File: config.mk
export PLATFORM = sky130hd
export DESIGN_NAME = command_frame_builder_checker_top
export DESIGN_NICKNAME = d
export VERILOG_FILES = /design/src/sv/cfbc_pkg.sv /design/src/sv/cfbc_tx.sv /design/src/sv/cfbc_rx.sv /design/src/sv/command_frame_builder_checker_top.sv
export SDC_FILE = /design/constraint.sdc
export NUM_CORES = 1
export LEC_CHECK = 0
export BUFFER_PORTS_ARGS = -buffer_cell sky130_fd_sc_hd__buf_2
export CAP_MARGIN = 20
export CELL_PAD_IN_SITES_DETAIL_PLACEMENT = 1
export CELL_PAD_IN_SITES_GLOBAL_PLACEMENT = 1
export CORE_MARGIN = 8
export CORE_UTILIZATION = 48
export DETAILED_ROUTE_END_ITERATION = 8
export PLACE_DENSITY_LB_ADDON = 0.05
export SETUP_SLACK_MARGIN = 0.02
export SKIP_CTS_REPAIR_TIMING = 1
export SLEW_MARGIN = 20
export SYNTH_ARGS = -nofsm -noshare
export SYNTH_HDL_FRONTEND = slang
export SYNTH_HIERARCHICAL = 1
export SYNTH_SLANG_ARGS = --single-unit
File: constraint.sdc
create_clock -name i_clk -period 7.12 [get_ports i_clk]
set_clock_uncertainty 0.15 [all_clocks]
set_input_delay 0.712 -clock i_clk [delete_from_list [all_inputs] [get_ports i_clk]]
set_output_delay 0.712 -clock i_clk [all_outputs]
set_load 0.01 [all_outputs]
File: src/sv/cfbc_pkg.sv
// cfbc_pkg: shared types and constants for the command frame builder and checker
// depends on nothing; used by cfbc_tx, cfbc_rx and command_frame_builder_checker_top
package cfbc_pkg;

    localparam int FRAME_BYTES = 12;
    localparam int CNT_W       = $clog2(FRAME_BYTES + 1);
    localparam int POS_W       = $clog2(FRAME_BYTES);

    localparam logic [7:0]  HDR0            = 8'h55;
    localparam logic [7:0]  HDR1            = 8'hAA;
    localparam logic [7:0]  ACK_CODE        = 8'h30;
    localparam logic [15:0] DEVICE_ID_RESET = 16'h0001;

    typedef enum logic {
        OP_SEND = 1'b0,
        OP_RECV = 1'b1
    } t_opcode;

    typedef enum logic {
        KIND_TX     = 1'b0,
        KIND_STATUS = 1'b1
    } t_kind;

    typedef enum logic [1:0] {
        ST_OK   = 2'd0,
        ST_CSUM = 2'd1,
        ST_NACK = 2'd2
    } t_status;

    // control from the top level to the frame serializer
    typedef struct packed {
        logic load;
        logic advance;
    } t_tx_ctl;

    // serializer status and current byte
    typedef struct packed {
        logic       busy;
        logic       last;
        logic [7:0] data;
    } t_tx_stat;

    // control from the top level to the response checker
    typedef struct packed {
        logic       step;
        logic [7:0] data;
    } t_rx_ctl;

    // checker view: final byte pending, and the status it would give
    typedef struct packed {
        logic        final_byte;
        t_status     status;
        logic [31:0] param;
        logic [15:0] code;
    } t_rx_stat;

endpackage

File: src/sv/cfbc_tx.sv
// cfbc_tx: builds a command frame and shifts it out one byte per advance
// depends on cfbc_pkg
module cfbc_tx (
    input  logic               i_clk,
    input  logic               i_rst_n,
    input  cfbc_pkg::t_tx_ctl  i_ctl,
    input  logic [15:0]        i_device_id,
    input  logic [31:0]        i_cmd_param,
    input  logic [15:0]        i_cmd_code,
    output cfbc_pkg::t_tx_stat o_stat
);

    logic [7:0]                 n_frame [cfbc_pkg::FRAME_BYTES];
    logic [7:0]                 r_frame [cfbc_pkg::FRAME_BYTES];
    logic [cfbc_pkg::CNT_W-1:0] r_left;
    logic [15:0]                sum;

    // checksum is the 16-bit sum of frame bytes 0 to 9, header included
    always_comb begin
        sum = {8'h00, cfbc_pkg::HDR0} + {8'h00, cfbc_pkg::HDR1}
            + {8'h00, i_device_id[7:0]} + {8'h00, i_device_id[15:8]}
            + {8'h00, i_cmd_param[7:0]} + {8'h00, i_cmd_param[15:8]}
            + {8'h00, i_cmd_param[23:16]} + {8'h00, i_cmd_param[31:24]}
            + {8'h00, i_cmd_code[7:0]} + {8'h00, i_cmd_code[15:8]};
    end

    always_comb begin
        n_frame[0]  = cfbc_pkg::HDR0;
        n_frame[1]  = cfbc_pkg::HDR1;
        n_frame[2]  = i_device_id[7:0];
        n_frame[3]  = i_device_id[15:8];
        n_frame[4]  = i_cmd_param[7:0];
        n_frame[5]  = i_cmd_param[15:8];
        n_frame[6]  = i_cmd_param[23:16];
        n_frame[7]  = i_cmd_param[31:24];
        n_frame[8]  = i_cmd_code[7:0];
        n_frame[9]  = i_cmd_code[15:8];
        n_frame[10] = sum[7:0];
        n_frame[11] = sum[15:8];
    end

    always_ff @(posedge i_clk) begin
        if (!i_rst_n) begin
            r_left <= '0;
        end else if (i_ctl.load) begin
            r_left <= cfbc_pkg::CNT_W'(cfbc_pkg::FRAME_BYTES);
        end else if (i_ctl.advance) begin
            r_left <= r_left - 1'b1;
        end
    end

    // shift line, byte 0 at the head
    always_ff @(posedge i_clk) begin
        if (i_ctl.load) begin
            r_frame <= n_frame;
        end else if (i_ctl.advance) begin
            for (int i = 0; i < cfbc_pkg::FRAME_BYTES - 1; i++) begin
                r_frame[i] <= r_frame[i+1];
            end
        end
    end

    assign o_stat.busy = (r_left != '0);
    assign o_stat.last = (r_left == cfbc_pkg::CNT_W'(1));
    assign o_stat.data = r_frame[0];

endmodule

File: src/sv/cfbc_rx.sv
// cfbc_rx: response frame checker, sums bytes and captures parameter and code
// depends on cfbc_pkg
module cfbc_rx (
    input  logic               i_clk,
    input  logic               i_rst_n,
    input  cfbc_pkg::t_rx_ctl  i_ctl,
    output cfbc_pkg::t_rx_stat o_stat
);

    logic [cfbc_pkg::POS_W-1:0] r_pos;
    logic [15:0]                r_sum;
    logic [31:0]                r_param;
    logic [15:0]                r_code;
    logic [7:0]                 r_check_low;
    logic                       is_final;
    logic [15:0]                got;
    cfbc_pkg::t_status          status;

    assign is_final = (r_pos >= cfbc_pkg::POS_W'(cfbc_pkg::FRAME_BYTES - 1));

    always_ff @(posedge i_clk) begin
        if (!i_rst_n) begin
            r_pos       <= '0;
            r_sum       <= '0;
            r_param     <= '0;
            r_code      <= '0;
            r_check_low <= '0;
        end else if (i_ctl.step) begin
            if (r_pos < cfbc_pkg::POS_W'(cfbc_pkg::FRAME_BYTES - 2)) begin
                r_sum <= r_sum + {8'h00, i_ctl.data};
            end
            if (r_pos >= cfbc_pkg::POS_W'(4) && r_pos <= cfbc_pkg::POS_W'(7)) begin
                r_param <= {i_ctl.data, r_param[31:8]};
            end
            if (r_pos == cfbc_pkg::POS_W'(8) || r_pos == cfbc_pkg::POS_W'(9)) begin
                r_code <= {i_ctl.data, r_code[15:8]};
            end
            if (r_pos == cfbc_pkg::POS_W'(cfbc_pkg::FRAME_BYTES - 2)) begin
                r_check_low <= i_ctl.data;
            end
            if (is_final) begin
                r_pos <= '0;
                r_sum <= '0;
            end else begin
                r_pos <= r_pos + 1'b1;
            end
        end
    end

    assign got = {i_ctl.data, r_check_low};

    // checksum mismatch wins over a negative acknowledge
    always_comb begin
        if (got != r_sum) begin
            status = cfbc_pkg::ST_CSUM;
        end else if (r_code[7:0] != cfbc_pkg::ACK_CODE) begin
            status = cfbc_pkg::ST_NACK;
        end else begin
            status = cfbc_pkg::ST_OK;
        end
    end

    assign o_stat.status     = status;
    assign o_stat.final_byte = is_final;
    assign o_stat.param      = r_param;
    assign o_stat.code       = r_code;

endmodule

File: src/sv/command_frame_builder_checker_top.sv
// command_frame_builder_checker_top: input register, dispatch, result register
// depends on cfbc_pkg, cfbc_tx and cfbc_rx
//
// usage
// - input channel (i_in_valid / o_in_stall): each item is a send command
//   (opcode 0, cmd_param and cmd_code) or one received response byte (opcode 1)
// - output channel (o_out_valid / i_out_stall): a send item yields 12 frame
//   bytes, the twelfth flagged with tx_last; the twelfth received byte yields
//   one status item carrying the response parameter and code
// - config channel (i_cfg_valid / o_cfg_ready): writes the 16-bit device id,
//   always ready; write it only while the block is idle
// - path: an item waits in the input register; a frame's first byte then goes
//   through the serializer and the result register, a status straight to it
// - throughput: one received byte per cycle unless a frame or a stalled status
//   holds it; a frame keeps the serializer, the next loads as its last byte goes
// - a receive item waits for an in-flight frame to drain, so results stay in
//   item order
// - reset (synchronous, active low) empties both registers, clears the
//   receiver position and sum, and sets the device id to 1
// - when the receiver stalls, the result register holds, the serializer
//   pauses, and the input register fills and then stalls the sender
module command_frame_builder_checker_top (
    input  logic        i_clk,
    input  logic        i_rst_n,
    // config channel
    input  logic        i_cfg_valid,
    output logic        o_cfg_ready,
    input  logic [15:0] i_cfg_data,
    // input channel
    input  logic        i_in_valid,
    output logic        o_in_stall,
    input  logic        i_opcode,
    input  logic [31:0] i_cmd_param,
    input  logic [15:0] i_cmd_code,
    input  logic [7:0]  i_rx_byte,
    // output channel
    output logic        o_out_valid,
    input  logic        i_out_stall,
    output logic        o_result_kind,
    output logic [7:0]  o_tx_byte,
    output logic        o_tx_last,
    output logic [1:0]  o_rx_status,
    output logic [31:0] o_rx_param,
    output logic [15:0] o_rx_code
);

    // device id register
    logic [15:0]        r_device_id;

    // input register
    logic               r_in_vld;
    cfbc_pkg::t_opcode  r_in_op;
    logic [31:0]        r_in_param;
    logic [15:0]        r_in_code;
    logic [7:0]         r_in_byte;

    // result register
    logic               r_out_vld;
    cfbc_pkg::t_kind    r_out_kind;
    logic [7:0]         r_out_byte;
    logic               r_out_last;
    cfbc_pkg::t_status  r_out_status;
    logic [31:0]        r_out_param;
    logic [15:0]        r_out_code;

    cfbc_pkg::t_tx_ctl  tx_ctl;
    cfbc_pkg::t_tx_stat tx_stat;
    cfbc_pkg::t_rx_ctl  rx_ctl;
    cfbc_pkg::t_rx_stat rx_stat;

    logic out_free;     // result register can take a new item this cycle
    logic tx_emit;      // serializer hands a byte to the result register
    logic tx_avail;     // serializer idle or handing over its last byte
    logic go_send;
    logic go_recv;
    logic in_take;

    assign o_cfg_ready = 1'b1;

    always_ff @(posedge i_clk) begin
        if (!i_rst_n) begin
            r_device_id <= cfbc_pkg::DEVICE_ID_RESET;
        end else if (i_cfg_valid && o_cfg_ready) begin
            r_device_id <= i_cfg_data;
        end
    end

    // dispatch out of the input register
    assign out_free = !r_out_vld || !i_out_stall;
    assign tx_emit  = tx_stat.busy && out_free;
    assign tx_avail = !tx_stat.busy || (tx_emit && tx_stat.last);
    assign go_send  = r_in_vld && (r_in_op == cfbc_pkg::OP_SEND) && tx_avail;
    // a status needs the result register; plain bytes only wait for the frame
    assign go_recv  = r_in_vld && (r_in_op == cfbc_pkg::OP_RECV) && !tx_stat.busy
                      && (!rx_stat.final_byte || out_free);

    assign o_in_stall = r_in_vld && !(go_send || go_recv);
    assign in_take    = i_in_valid && !o_in_stall;

    always_ff @(posedge i_clk) begin
        if (!i_rst_n) begin
            r_in_vld <= 1'b0;
        end else if (in_take) begin
            r_in_vld <= 1'b1;
        end else if (go_send || go_recv) begin
            r_in_vld <= 1'b0;
        end
    end

    always_ff @(posedge i_clk) begin
        if (in_take) begin
            r_in_op    <= cfbc_pkg::t_opcode'(i_opcode);
            r_in_param <= i_cmd_param;
            r_in_code  <= i_cmd_code;
            r_in_byte  <= i_rx_byte;
        end
    end

    assign tx_ctl.load    = go_send;
    assign tx_ctl.advance = tx_emit;

    cfbc_tx u_tx (
        .i_clk       (i_clk),
        .i_rst_n     (i_rst_n),
        .i_ctl       (tx_ctl),
        .i_device_id (r_device_id),
        .i_cmd_param (r_in_param),
        .i_cmd_code  (r_in_code),
        .o_stat      (tx_stat)
    );

    assign rx_ctl.step = go_recv;
    assign rx_ctl.data = r_in_byte;

    cfbc_rx u_rx (
        .i_clk   (i_clk),
        .i_rst_n (i_rst_n),
        .i_ctl   (rx_ctl),
        .o_stat  (rx_stat)
    );

    // result register: frame byte, status, or empty
    always_ff @(posedge i_clk) begin
        if (!i_rst_n) begin
            r_out_vld <= 1'b0;
        end else if (out_free) begin
            r_out_vld <= tx_emit || (go_recv && rx_stat.final_byte);
        end
    end

    always_ff @(posedge i_clk) begin
        if (out_free) begin
            if (tx_emit) begin
                r_out_kind   <= cfbc_pkg::KIND_TX;
                r_out_byte   <= tx_stat.data;
                r_out_last   <= tx_stat.last;
                r_out_status <= cfbc_pkg::ST_OK;
                r_out_param  <= '0;
                r_out_code   <= '0;
            end else begin
                r_out_kind   <= cfbc_pkg::KIND_STATUS;
                r_out_byte   <= '0;
                r_out_last   <= 1'b0;
                r_out_status <= rx_stat.status;
                r_out_param  <= rx_stat.param;
                r_out_code   <= rx_stat.code;
            end
        end
    end

    assign o_out_valid   = r_out_vld;
    assign o_result_kind = r_out_kind;
    assign o_tx_byte     = r_out_byte;
    assign o_tx_last     = r_out_last;
    assign o_rx_status   = r_out_status;
    assign o_rx_param    = r_out_param;
    assign o_rx_code     = r_out_code;

    // a loaded frame keeps the serializer busy on the next cycle
    a_send_loads: assert property (@(posedge i_clk) disable iff (!i_rst_n)
        go_send |=> tx_stat.busy)
        else $error("send item did not start the serializer");

    // a response byte is never consumed while a frame is still in flight
    a_recv_order: assert property (@(posedge i_clk) disable iff (!i_rst_n)
        tx_stat.busy |-> !rx_ctl.step)
        else $error("response byte taken during a frame");

    // handing over the last byte either idles the serializer or reloads it
    a_tx_end: assert property (@(posedge i_clk) disable iff (!i_rst_n)
        (tx_emit && tx_stat.last && !go_send) |=> !tx_stat.busy)
        else $error("serializer did not finish after last byte");

endmodule
==> results of run 1 <==
[final cells by class]
cell class	instances	area [um^2]	area share, %
Sequential cell	307	8080	50.1
Multi-Input combinational cell	682	5460	33.8
Clock buffer	46	957	5.93
Timing Repair Buffer	146	748	4.64
Tap cell	384	480	2.98
Inverter	80	300	1.86
Clock inverter	15	118	0.729
[worst paths after layout]
kind | start | to | slack (ps) | cells past startpoint
setup / recovery | r_in_param[2] | u_tx/r_frame[3] | 1660 | 19
hold / removal | i_cmd_code[8] | r_in_code[8] | 230 | 1
setup reg to reg | r_in_param[2] | u_tx/r_frame[3] | 1660 | 19
hold reg to reg | u_rx/r_param[0] | u_rx/r_param[0] | 310 | 2
[report_power, final]
part / switching, uW / internal, uW / leakage, uW
Combinational: 1600 / 1260 / 0.00316
Sequential: 174 / 2540 / 0.00292
Clock: 697 / 986 / 0.000527
Total: 2470 / 4780 / 0.00660
[sequential cells by signal, indices dropped and copies added (netlist names)]
| name | flops |
|---|---|
| u_tx/o_stat | 8 |
| o_rx_status | 2 |
| o_result_kind | 1 |
| o_tx_byte | 8 |
| u_rx/r_check_low | 8 |
| u_tx/r_frame | 84 |
| u_rx/r_sum | 16 |
| r_device_id | 16 |
| r_in_byte | 8 |
| r_in_op | 1 |
| o_rx_param | 32 |
| o_rx_code | 16 |
| r_in_code | 16 |
| r_in_param | 32 |
| u_tx/r_left | 4 |
| r_in_vld | 1 |
| o_tx_last | 1 |
| u_rx/r_code | 16 |
| u_rx/r_param | 32 |
| o_out_valid | 1 |
| u_rx/r_pos | 4 |
[stage by stage]
step,hold slack [ps],cells,utilization (%)
6_report,230,1660,56.1
5_1_grt,210,1660,56.1
4_1_cts,211,1660,56.1
3_5_place_dp,296,1599,52.3
3_3_place_gp,279,1599,52.3
2_1_floorplan,278,1125,-
[cells in the mapped netlist, drive strengths merged (8+ instances only)]
library cell  number  share of area [%]
edfxtp           193                 41
nand2            131                3.5
dfxtp            114                 16
inv               80                2.1
mux2              67                5.4
a21boi            60                3.2
and2              55                2.5
ha                48                4.3
fa                39                5.5
nor2              34               0.91
xor2              34                2.1
clkbuf            31               0.83
nor2b             29                1.3
mux2i             27                1.9
buf               25                1.2
o21ai             24               0.91
a21oi             13               0.46
and3              12               0.53
nand3             11               0.39
xnor2             10               0.62
a211o              9               0.56
a211oi             8               0.46
[cells by family after synthesis]
kind of cell / Yosys count
muxes: 94
AOI/OAI and AO/OA: 147
xor gates and xnor gates: 44
and+or+nand+nor: 309
DFF: 307
other: 1
adders and majority gates: 87
buffers and inverters: 136
[worst register-to-register path, cell delays in order, from the launching register on]
cell      delay [ps]
edfxtp_1         350
inv_1             50
ha_1             270
inv_1             50
fa_1             510
inv_1             60
fa_1             510
inv_1             70
ha_1             310
a211oi_1         280
o21ai_0          200
or3_1            340
a31oi_1          240
xnor2_1          160
ha_1             250
ha_1             290
ha_1             380
a21o_2           220
a221o_1          350
a21o_1           170
[routing by layer]
metal  global-route usage [%]  routed length (um)  vias up
li1                         -                   -     4138
met1                     20.5               12500     4180
met2                     30.2               15200      167
met3                     3.30                1300       47
met4                     4.31                 610        0
met5                        0                   0        -
==> results by group, run 1 <==
Clock network
  – Clock Latency Late Sink: 500 ps
  – Max Root-Sink Buffers: 3
  – CTS Buf Count: 34
  – CTS tree: yes
  – H-tree levels: 2
  – Root Buffer: clkbuf_16
  – Clk sinks: 307
  – Worst-path clk slew: 60 ps

Setup path
  – CP arrival: between 5000 and 6000 ps
  – Cell family with most CP delay: adder cells
  – Crit-path slowest cell: fa_1
  – Buf+Inv Stages, Crit Path: 4
  – Startpoint Class: flip-flop
  – Worst-path fanout max: 5
  – Setup Crit Path Kind: reg -> reg
  – Crit-path most repeated cell: ha_1
  – CP endpoint kind: flip-flop
  – Critical Path Max Stage Delay: 510 ps
  – Critical path required time: 7230 ps
  – CP cell instances: inv_1, ha_1, inv_1, fa_1, inv_1, fa_1, inv_1, ha_1, a211oi_1, o21ai_0, or3_1, a31oi_1, xnor2_1, ha_1, ha_1, ha_1, a21o_2, a221o_1, a21o_1

Detailed routing
  – DR iter-0 viols: 311
  – Final ANT Viol Nets: 0
  – Vias per inst: 5.14
  – Per-cell routed wire length: 17.8 um
  – Total Routed Length: between 20000 and 30000 um
  – DRC viols: 0
  – DRT Pass-1 Iters: 4
  – Vias: 8532

Logic synthesis
  – Yosys Warn Count: 6
  – Sequential share of the synthesized area: 57.3%
  – Compound-gate portion of the synthesized area: 7.57%
  – Post-synthesis xor/xnor area fraction: approximately 2.7%
  – Mux contribution to synthesized area: 7.27%
  – Synth Area per Inst: 12.5 um^2
  – Post-Syn Nets: between 1000 and 1500
  – Simple-Gate Fraction of Synth Area: approximately 11%
  – Top_reg_cell synth: edfxtp_1
  – Post-synth cell types: 60
  – Synthesized flop and latch total: roughly 310
  – Mapped Area: 14100 um^2
  – Post-synthesis cell count: 1125
  – Adder-cell share of the synthesized area: under 10%
  – Largest family of logic cells by synthesized area: simple AND/OR/NAND/NOR gates
  – Number of synthesized flops with an enable pin: 193
  – Ys async rst share: 0%

Power
  – Peak VDD IR: between 0.0003 and 0.0004 V
  – PwrDens: between 400 and 500 nW/um^2
  – Total power: 7260 uW
  – Leakage: 0.00660 uW

Placed design
  – Dpl hpwl: 20700 um
  – GPL Wtd Cong: 0.823
  – I/O Buffers: 139
  – Place WS: 1720 ps
  – Placed Area: 15100 um^2

Timing
  – Final setup margin: approximately 1700 ps
  – Setup TNS: 0 ps
  – Worst Tran Pin Value: around 1100 ps
  – Max-slew headroom: 29.3%
  – Minimum clock period: 5460 ps
  – Tcrit/Tclk final: 76.6%
  – Fmax: 183 MHz
  – RSZ-0062 raised after global routing: no
  – Endpoints failing hold: 0
  – Slew Limit Fails: 0
  – Final setup viols: 0

GRT
  – Initial antenna violation count: 0
  – Largest net degree at the start of global routing: 73
  – Global-route wire length before repair: 48500 um
  – Overflow after GRT: 0
  – Vias in the first global route: roughly 9200
  – All-Layer GR Usage: 16.9%

Floorplan
  – Row count: 62
  – Die height: 187 um
  – I/O pin count: 141
  – Initial core utilization: 49.0%
  – Core box area: 28800 um^2
  – Die area: 35100 um^2
  – Die W: about 190 um

Hold path
  – Worst min-delay path class: in -> reg

Cells and area
  – Fin nets: 1416
  – Most common cell after layout, fill and taps aside: edfxtp_1
  – Share of cells above drive strength 1: a little under a quarter
  – Area grow syn2layout: 14.5%
  – Fin area: 16100 um^2
  – Most frequent cells in the layout: edfxtp_1 (193), buf_2 (139), nand2_1 (130)
  – Antenna diodes: 0
  – Filler cells: 3005

Outcome
  – Run status: finished clean

Job
  – Max cap viols: 0
(Power assumes the default switching activity.)
==> inputs of run 2 (changes only) <==
--- a/config.mk
+++ b/config.mk
@@ -10,7 +10,7 @@
 export CELL_PAD_IN_SITES_DETAIL_PLACEMENT = 1
 export CELL_PAD_IN_SITES_GLOBAL_PLACEMENT = 1
 export CORE_MARGIN = 8
-export CORE_UTILIZATION = 48
+export CORE_UTILIZATION = 44
 export DETAILED_ROUTE_END_ITERATION = 8
 export PLACE_DENSITY_LB_ADDON = 0.05
 export SETUP_SLACK_MARGIN = 0.02
==> constraint.sdc (replaced) <==
create_clock -name i_clk -period 4.4 [get_ports i_clk]
set_clock_uncertainty 0.15 [all_clocks]
set_input_delay 0.44 -clock i_clk [delete_from_list [all_inputs] [get_ports i_clk]]
set_output_delay 0.44 -clock i_clk [all_outputs]
set_load 0.01 [all_outputs]
==> run 2 against run 1 <==
Effect of this change: the flow now finishes with violations (setup timing); first-iteration DRC count grew 6.1%; final cell count grew 6.9%; non-clock buffer count grew 94; sequential share of layout area shrank 3.9 points; maximum frequency grew 9.6%; critical path type unchanged; via count grew 5.5%; setup slack lost 2200 ps; combinational power grew to 2.6 times the previous value; die area grew 8.3%; sequential power grew 62%.
==> results by group, run 2 (synthesized netlist as in run 1, its figures left out) <==
Placed design
  – I/O Buffers: 139 (unchanged)
  – Placed cells: 1650 (+3.2%)
  – GPL Wtd Cong: 0.789 (-4.1%)
  – Dpl hpwl: 21900 um (+6.1%)

Power
  – Peak VDD IR: 0.000802 V (+150%)
  – Comb pwr share: 49.8% (+10 points)
  – Clock share of power: 20.3% (-2.9 points)
  – Sw power: 5090 uW (+110%)
  – Reg power frac: 29.9% (-7.5 points)
  – Leakage: 0.00711 uW (+7.8%)
  – Net Sw Frac: 34.6% (+0.49 points)
  – Int Pwr: 9640 uW (+100%)
  – PwrDens: 841 nW/um^2 (+87%)

Detailed routing
  – DRC viols: 0 (unchanged)
  – DR iter-0 viols: 330 (+6.1%)
  – Final ANT Viol Nets: 0 (unchanged)
  – Total Routed Length: 32900 um (+11%)
  – Vias per inst: 5.07 (-1.3%)
  – Vias: 9002 (+5.5%)
  – DRT Pass-1 Iters: 4 (unchanged)
  – Per-cell routed wire length: 18.5 um (+3.8%)

Cells and area
  – Antenna diodes: 0 (unchanged)
  – Filler cells: 3191 (+6.2%)
  – Multi-input logic area: 5790 um^2 (+6.2%)
  – Most frequent cells in the layout: edfxtp_1 (193), buf_2 (139), nand2_1 (130)
  – Most common cell after layout, fill and taps aside: edfxtp_1
  – Register area: 8080 um^2 (unchanged)
  – Fin nets: 1512 (+6.8%)
  – Max FFs per register: 84 (unchanged)
  – Share of cells above drive strength 1: 27.1% (+4.4 points)
  – Post-route insts no fill: 1775 (+6.9%)
  – Largest register by flop count: u_tx/r_frame
  – Area grow syn2layout: 24.2%

GRT
  – GR met1 Demand/Resource: 20.1% (-0.39 points)
  – Global-route wire length before repair: 51000 um (+5.2%)
  – Overflow after GRT: 0 (unchanged)
  – Met3 GRT Util: 3.25% (-0.052 points)
  – Largest net degree at the start of global routing: 96 (+32%)
  – Vias in the first global route: 9494 (+3.3%)
  – Met2 usage: 29.5% (-0.77 points)
  – GRT Max-Usage Layer: met2
  – All-Layer GR Usage: 16.6% (-0.30 points)
  – Initial antenna violation count: 0 (unchanged)

Timing
  – Final setup margin: -579 ps (-2240 ps)
  – Final setup viols: 7 (+7)
  – Minimum clock period: 4980 ps (-476 ps)
  – Fmax: 201 MHz (+9.6%)
  – RSZ-0062 raised after global routing: yes
  – Endpoints failing hold: 0 (unchanged)
  – Worst Tran Pin Value: 1060 ps (+10.4 ps)
  – Tcrit/Tclk final: 113% (+37 points)
  – Slew Limit Fails: 0 (unchanged)
  – Hold WS: 33.7 ps (-196 ps)
  – Max-slew headroom: 29.1% (-0.22 points)

Clock network
  – Root Buffer: clkbuf_16
  – CTS tree: yes
  – Worst-path clk slew: 60 ps (about the same)
  – Clk sinks: 307 (unchanged)
  – CTS Buf Count: 36 (+5.9%)
  – Max Root-Sink Buffers: 3 (unchanged)
  – H-tree levels: 2 (unchanged)
  – Clock Latency Late Sink: 510 ps (about the same)

Floorplan
  – I/O pin count: 141 (unchanged)
  – Initial core utilization: 44.7% (-4.3 points)
  – Die W: 195 um (+4.1%)
  – Row count: 65 (+4.8%)
  – Core box area: 31600 um^2 (+9.6%)
  – Die area: 38000 um^2 (+8.3%)
  – Die height: 195 um (+4.1%)

Hold path
  – Worst min-delay path class: in -> reg
  – WHS Path Cells: 3 (+2)
  – Min-delay src: i_cfg_data[0]

Setup path
  – Startpoint Class: flip-flop
  – Setup Crit Path Kind: reg -> reg
  – CP endpoint kind: flip-flop
  – R2r setup slk: -580 ps (-2240 ps)
  – Critical path required time: 4510 ps (-2720 ps)
  – RR Endpoint: u_tx/r_frame[3]
  – Reg2Reg Launch Point: r_in_param[9]
  – Reg2Reg Depth: 17 (-2)
  – Worst-path fanout max: 4 (-1)
  – CP arrival: 5090 ps (-480 ps)
  – Worst setup path endpoint: u_tx/r_frame[3]
  – Setup crit start: r_in_param[9]

Job
  – Max cap viols: 0 (unchanged)

Outcome
  – Run status: finished, violations left
  – Failing checks: setup timing
-- run 2: cell types whose count changed in the layout (fill, tap and decap cells not counted), moves of 6 or more --
cell	before	now
ha_1	48	35
buf_6	0	6
dlygate4sd3_1	0	57
buf_4	7	36
ha_4	0	13
o21ai_0	17	11
-- run 2: worst min-delay path by stage --
stage                  endpoint  slack, ps
2_1_floorplan  u_tx/r_frame[87]        280
4_1_cts          r_in_param[15]        -80
6_report         r_device_id[0]         30
3_5_place_dp   u_tx/r_frame[87]        290
5_1_grt          r_device_id[0]         30
3_3_place_gp   u_tx/r_frame[83]        290
-- run 2: layout make-up --
cell class	instances	area share (%)
flip-flops and latches	307	46.1
multi-input cells	682	33.1
repair buffers	240	9.39
clock buffers	43	5.60
well taps	402	2.87
inverters	80	1.72
clock inverters	21	1.19
-- run 2: power groups by stage --
stage	clock [uW]	sequential, uW	combinational (uW)
after floorplan	0	4420	3990
after global placement	0	4450	5730
after detailed placement	0	4470	5950
after CTS	3080	4420	6010
after global routing	3190	4480	8020
final	2990	4400	7340
-- run 2: critical path, cell delays in order, from the launching register on --
cell,delay (ps)
edfxtp_1,370
inv_1,80
ha_1,240
fa_1,520
inv_2,50
fa_1,500
ha_4,200
fa_2,390
a21oi_4,200
o21ai_2,90
xor2_2,160
fa_1,540
ha_4,230
a21oi_2,140
nor2b_1,80
a311o_2,340
a221o_1,300
a21o_1,150
-- run 2: metal layers --
metal	share of wire, %	wire length (um)
met4	2.3	770
met2	51	16900
met5	0	0
met1	42	13900
met3	3.9	1300
-- run 2: stage by stage --
step	area (um^2)	utilization, %	setup TNS [ps]	power, uW	setup slack, ps
2_1_floorplan	14200	-	-650	8410	-265
3_5_place_dp	15500	49.1	-3460	10400	-599
3_3_place_gp	15500	49.1	-2390	10200	-451
6_report	17500	55.5	-3280	14700	-579
5_1_grt	17500	55.5	-4450	15700	-761
4_1_cts	16700	52.9	-3970	13500	-668
==> inputs of run 3 (changes only) <==
--- a/config.mk
+++ b/config.mk
@@ -10,7 +10,7 @@
 export CELL_PAD_IN_SITES_DETAIL_PLACEMENT = 1
 export CELL_PAD_IN_SITES_GLOBAL_PLACEMENT = 1
 export CORE_MARGIN = 8
-export CORE_UTILIZATION = 44
+export CORE_UTILIZATION = 48
 export DETAILED_ROUTE_END_ITERATION = 8
 export PLACE_DENSITY_LB_ADDON = 0.05
 export SETUP_SLACK_MARGIN = 0.02
==> constraint.sdc (replaced) <==
create_clock -name i_clk -period 5.4 [get_ports i_clk]
set_clock_uncertainty 0.15 [all_clocks]
set_input_delay 0.54 -clock i_clk [delete_from_list [all_inputs] [get_ports i_clk]]
set_output_delay 0.54 -clock i_clk [all_outputs]
set_load 0.01 [all_outputs]
==> run 3 against run 2 <==
Effect of this change: the run now ends clean; utilization rose by 0.91 points; maximum frequency fell by 5.3%; worst hold slack improved by 17 ps; power fell by 33%; routed wire length fell by 8.3%; via count fell by 4.8%; sequential power fell by 19%; die area fell by 7.7%; non-clock buffer count fell by 94; cell area fell by 7.3%; largest cell class unchanged.
==> results by group, run 3 (synthesized netlist as in run 1, its figures left out) <==
Placed design
  – I/O Buffers: 139 (unchanged)
  – Placed cells: 1599 (-3.1%)
  – Dpl hpwl: 21200 um (-3.6%)
  – GPL Wtd Cong: 0.833 (+5.5%)

Clock network
  – CTS tree: yes
  – CTS Buf Count: 35 (-2.8%)
  – H-tree levels: 2 (unchanged)
  – Root Buffer: clkbuf_16
  – Clk sinks: 307 (unchanged)
  – Max Root-Sink Buffers: 3 (unchanged)
  – Worst-path clk slew: 60 ps (about the same)
  – Clock Latency Late Sink: 510 ps (about the same)

Floorplan
  – I/O pin count: 141 (unchanged)
  – Die W: 187 um (-3.9%)
  – Die area: 35100 um^2 (-7.7%)
  – Initial core utilization: 49.0% (+4.3 points)
  – Core box area: 28800 um^2 (-8.8%)
  – Die height: 187 um (-3.9%)
  – Row count: 62 (-4.6%)

Cells and area
  – Fin nets: 1417 (-6.3%)
  – Antenna diodes: 0 (unchanged)
  – Share of cells above drive strength 1: 22.8% (-4.3 points)
  – Max FFs per register: 84 (unchanged)
  – Most frequent cells in the layout: edfxtp_1 (193), buf_2 (139), nand2_1 (130)
  – Most common cell after layout, fill and taps aside: edfxtp_1
  – Final Util: 56.4% (+0.91 points)
  – Area grow syn2layout: 15.2%
  – Post-route insts no fill: 1663 (-6.3%)
  – Largest register by flop count: u_tx/r_frame

Detailed routing
  – DRT Pass-1 Iters: 4 (unchanged)
  – Final ANT Viol Nets: 0 (unchanged)
  – Vias: 8570 (-4.8%)
  – Vias per inst: 5.15 (+1.6%)
  – Per-cell routed wire length: 18.1 um (-2.1%)
  – DR iter-0 viols: 340 (+3.0%)
  – Total Routed Length: 30100 um (-8.3%)
  – DRC viols: 0 (unchanged)

Timing
  – Setup TNS: 0 ps (+3280 ps)
  – Worst Tran Pin Value: 1060 ps (-1.61 ps)
  – Max-slew headroom: 29.2% (+0.11 points)
  – Final setup viols: 0 (-7)
  – Endpoints failing hold: 0 (unchanged)
  – Slew Limit Fails: 0 (unchanged)
  – RSZ-0062 raised after global routing: yes
  – Tcrit/Tclk final: 97.3% (-16 points)
  – Minimum clock period: 5260 ps (+277 ps)
  – Fmax: 190 MHz (-5.3%)

GRT
  – All-Layer GR Usage: 17.2% (+0.59 points)
  – Largest net degree at the start of global routing: 81 (-16%)
  – Initial antenna violation count: 0 (unchanged)
  – Overflow after GRT: 0 (unchanged)
  – Vias in the first global route: 9295 (-2.1%)
  – Global-route wire length before repair: 49000 um (-4.0%)

Power
  – Leakage: 0.00661 uW (-7.1%)
  – PwrDens: 611 nW/um^2 (-27%)
  – Peak VDD IR: 0.000427 V (-47%)

Setup path
  – RR Endpoint: u_tx/r_frame[0]
  – Setup Crit Path Kind: reg -> reg
  – CP endpoint kind: flip-flop
  – Reg2Reg Launch Point: r_in_param[1]
  – R2r setup slk: 140 ps (+720 ps)
  – Critical path required time: 5500 ps (+990 ps)
  – Reg2Reg Depth: 16 (-1)
  – Worst-path fanout max: 3 (-1)
  – CP arrival: 5350 ps (+260 ps)
  – Startpoint Class: flip-flop

Hold path
  – Worst min-delay path class: in -> reg
  – Worst Hold Path EP: r_in_code[8]
  – WHS Path Cells: 1 (-2)
  – Min-delay src: i_cmd_code[8]

Job
  – Max cap viols: 0 (unchanged)

Outcome
  – Run status: finished clean
## run 3: cell types whose count changed in the layout (fill, tap and decap cells not counted), moves of 6 or more
cell and change:
clkbuf_1 +9, ha_1 +9, buf_6 -6, dlygate4sd3_1 -57
ha_4 -9, buf_4 -29, o21ai_0 +6
## run 3: through the flow
step / area, um^2 / hold slack [ps] / setup slack, ps / power (uW)
2_1_floorplan: 14100 / 278 / 409 / 6460
3_3_place_gp: 15100 / 283 / 158 / 7240
3_5_place_dp: 15100 / 301 / 15.5 / 7390
4_1_cts: 16200 / 35.4 / -19.6 / 9740
5_1_grt: 16200 / 31.8 / 5.57 / 10600
6_report: 16200 / 50.8 / 144 / 9910
## run 3: cell type report
cell class	instances	area (um^2)
Clock inverter	15	154
Fill cell	2905	12600
Tap cell	384	480
Inverter	80	300
Multi-Input combinational cell	682	5530
Clock buffer	49	938
Timing Repair Buffer	146	748
Sequential cell	307	8080
## run 3: worst max-delay path by stage
stage | start | to | slack (ps) | cells after the start
finish | r_in_param[1] | u_tx/r_frame[0] | 140 | 16
floorplan | r_in_param[2] | u_tx/r_frame[3] | 410 | 19
detailed placement | r_in_param[2] | u_tx/r_frame[3] | 20 | 19
CTS | r_in_param[2] | u_tx/r_frame[3] | -20 | 19
global placement | r_in_param[2] | u_tx/r_frame[3] | 160 | 19
global route | r_in_param[9] | u_tx/r_frame[0] | 6 | 16
## run 3: layer usage
layer	vias up	track usage (%)	part of all wire, %
met3	68	3.45	4.2
met2	174	30.8	51
met1	4185	20.2	42
met5	-	0	0
li1	4143	-	-
met4	0	5.89	2.9
## run 3: report_power, final
part	leakage [uW]	internal (uW)	switching (uW)	total, uW
clock network	0.000531	1360	912	2270
registers	0.00292	3350	229	3580
logic	0.00316	1860	2200	4060
total	0.00661	6570	3350	9910
## run 3: worst max-delay path, cell delays in order (launching register included)
cell and delay (ps):
edfxtp_1 350, inv_1 50, ha_1 320, fa_1 540
inv_1 60, fa_1 470, ha_1 270, fa_2 540
inv_1 50, fa_1 540, inv_1 70, ha_1 320
a211oi_2 280, o21bai_1 150, a2111oi_1 500, nor3_1 140
xor2_1 170
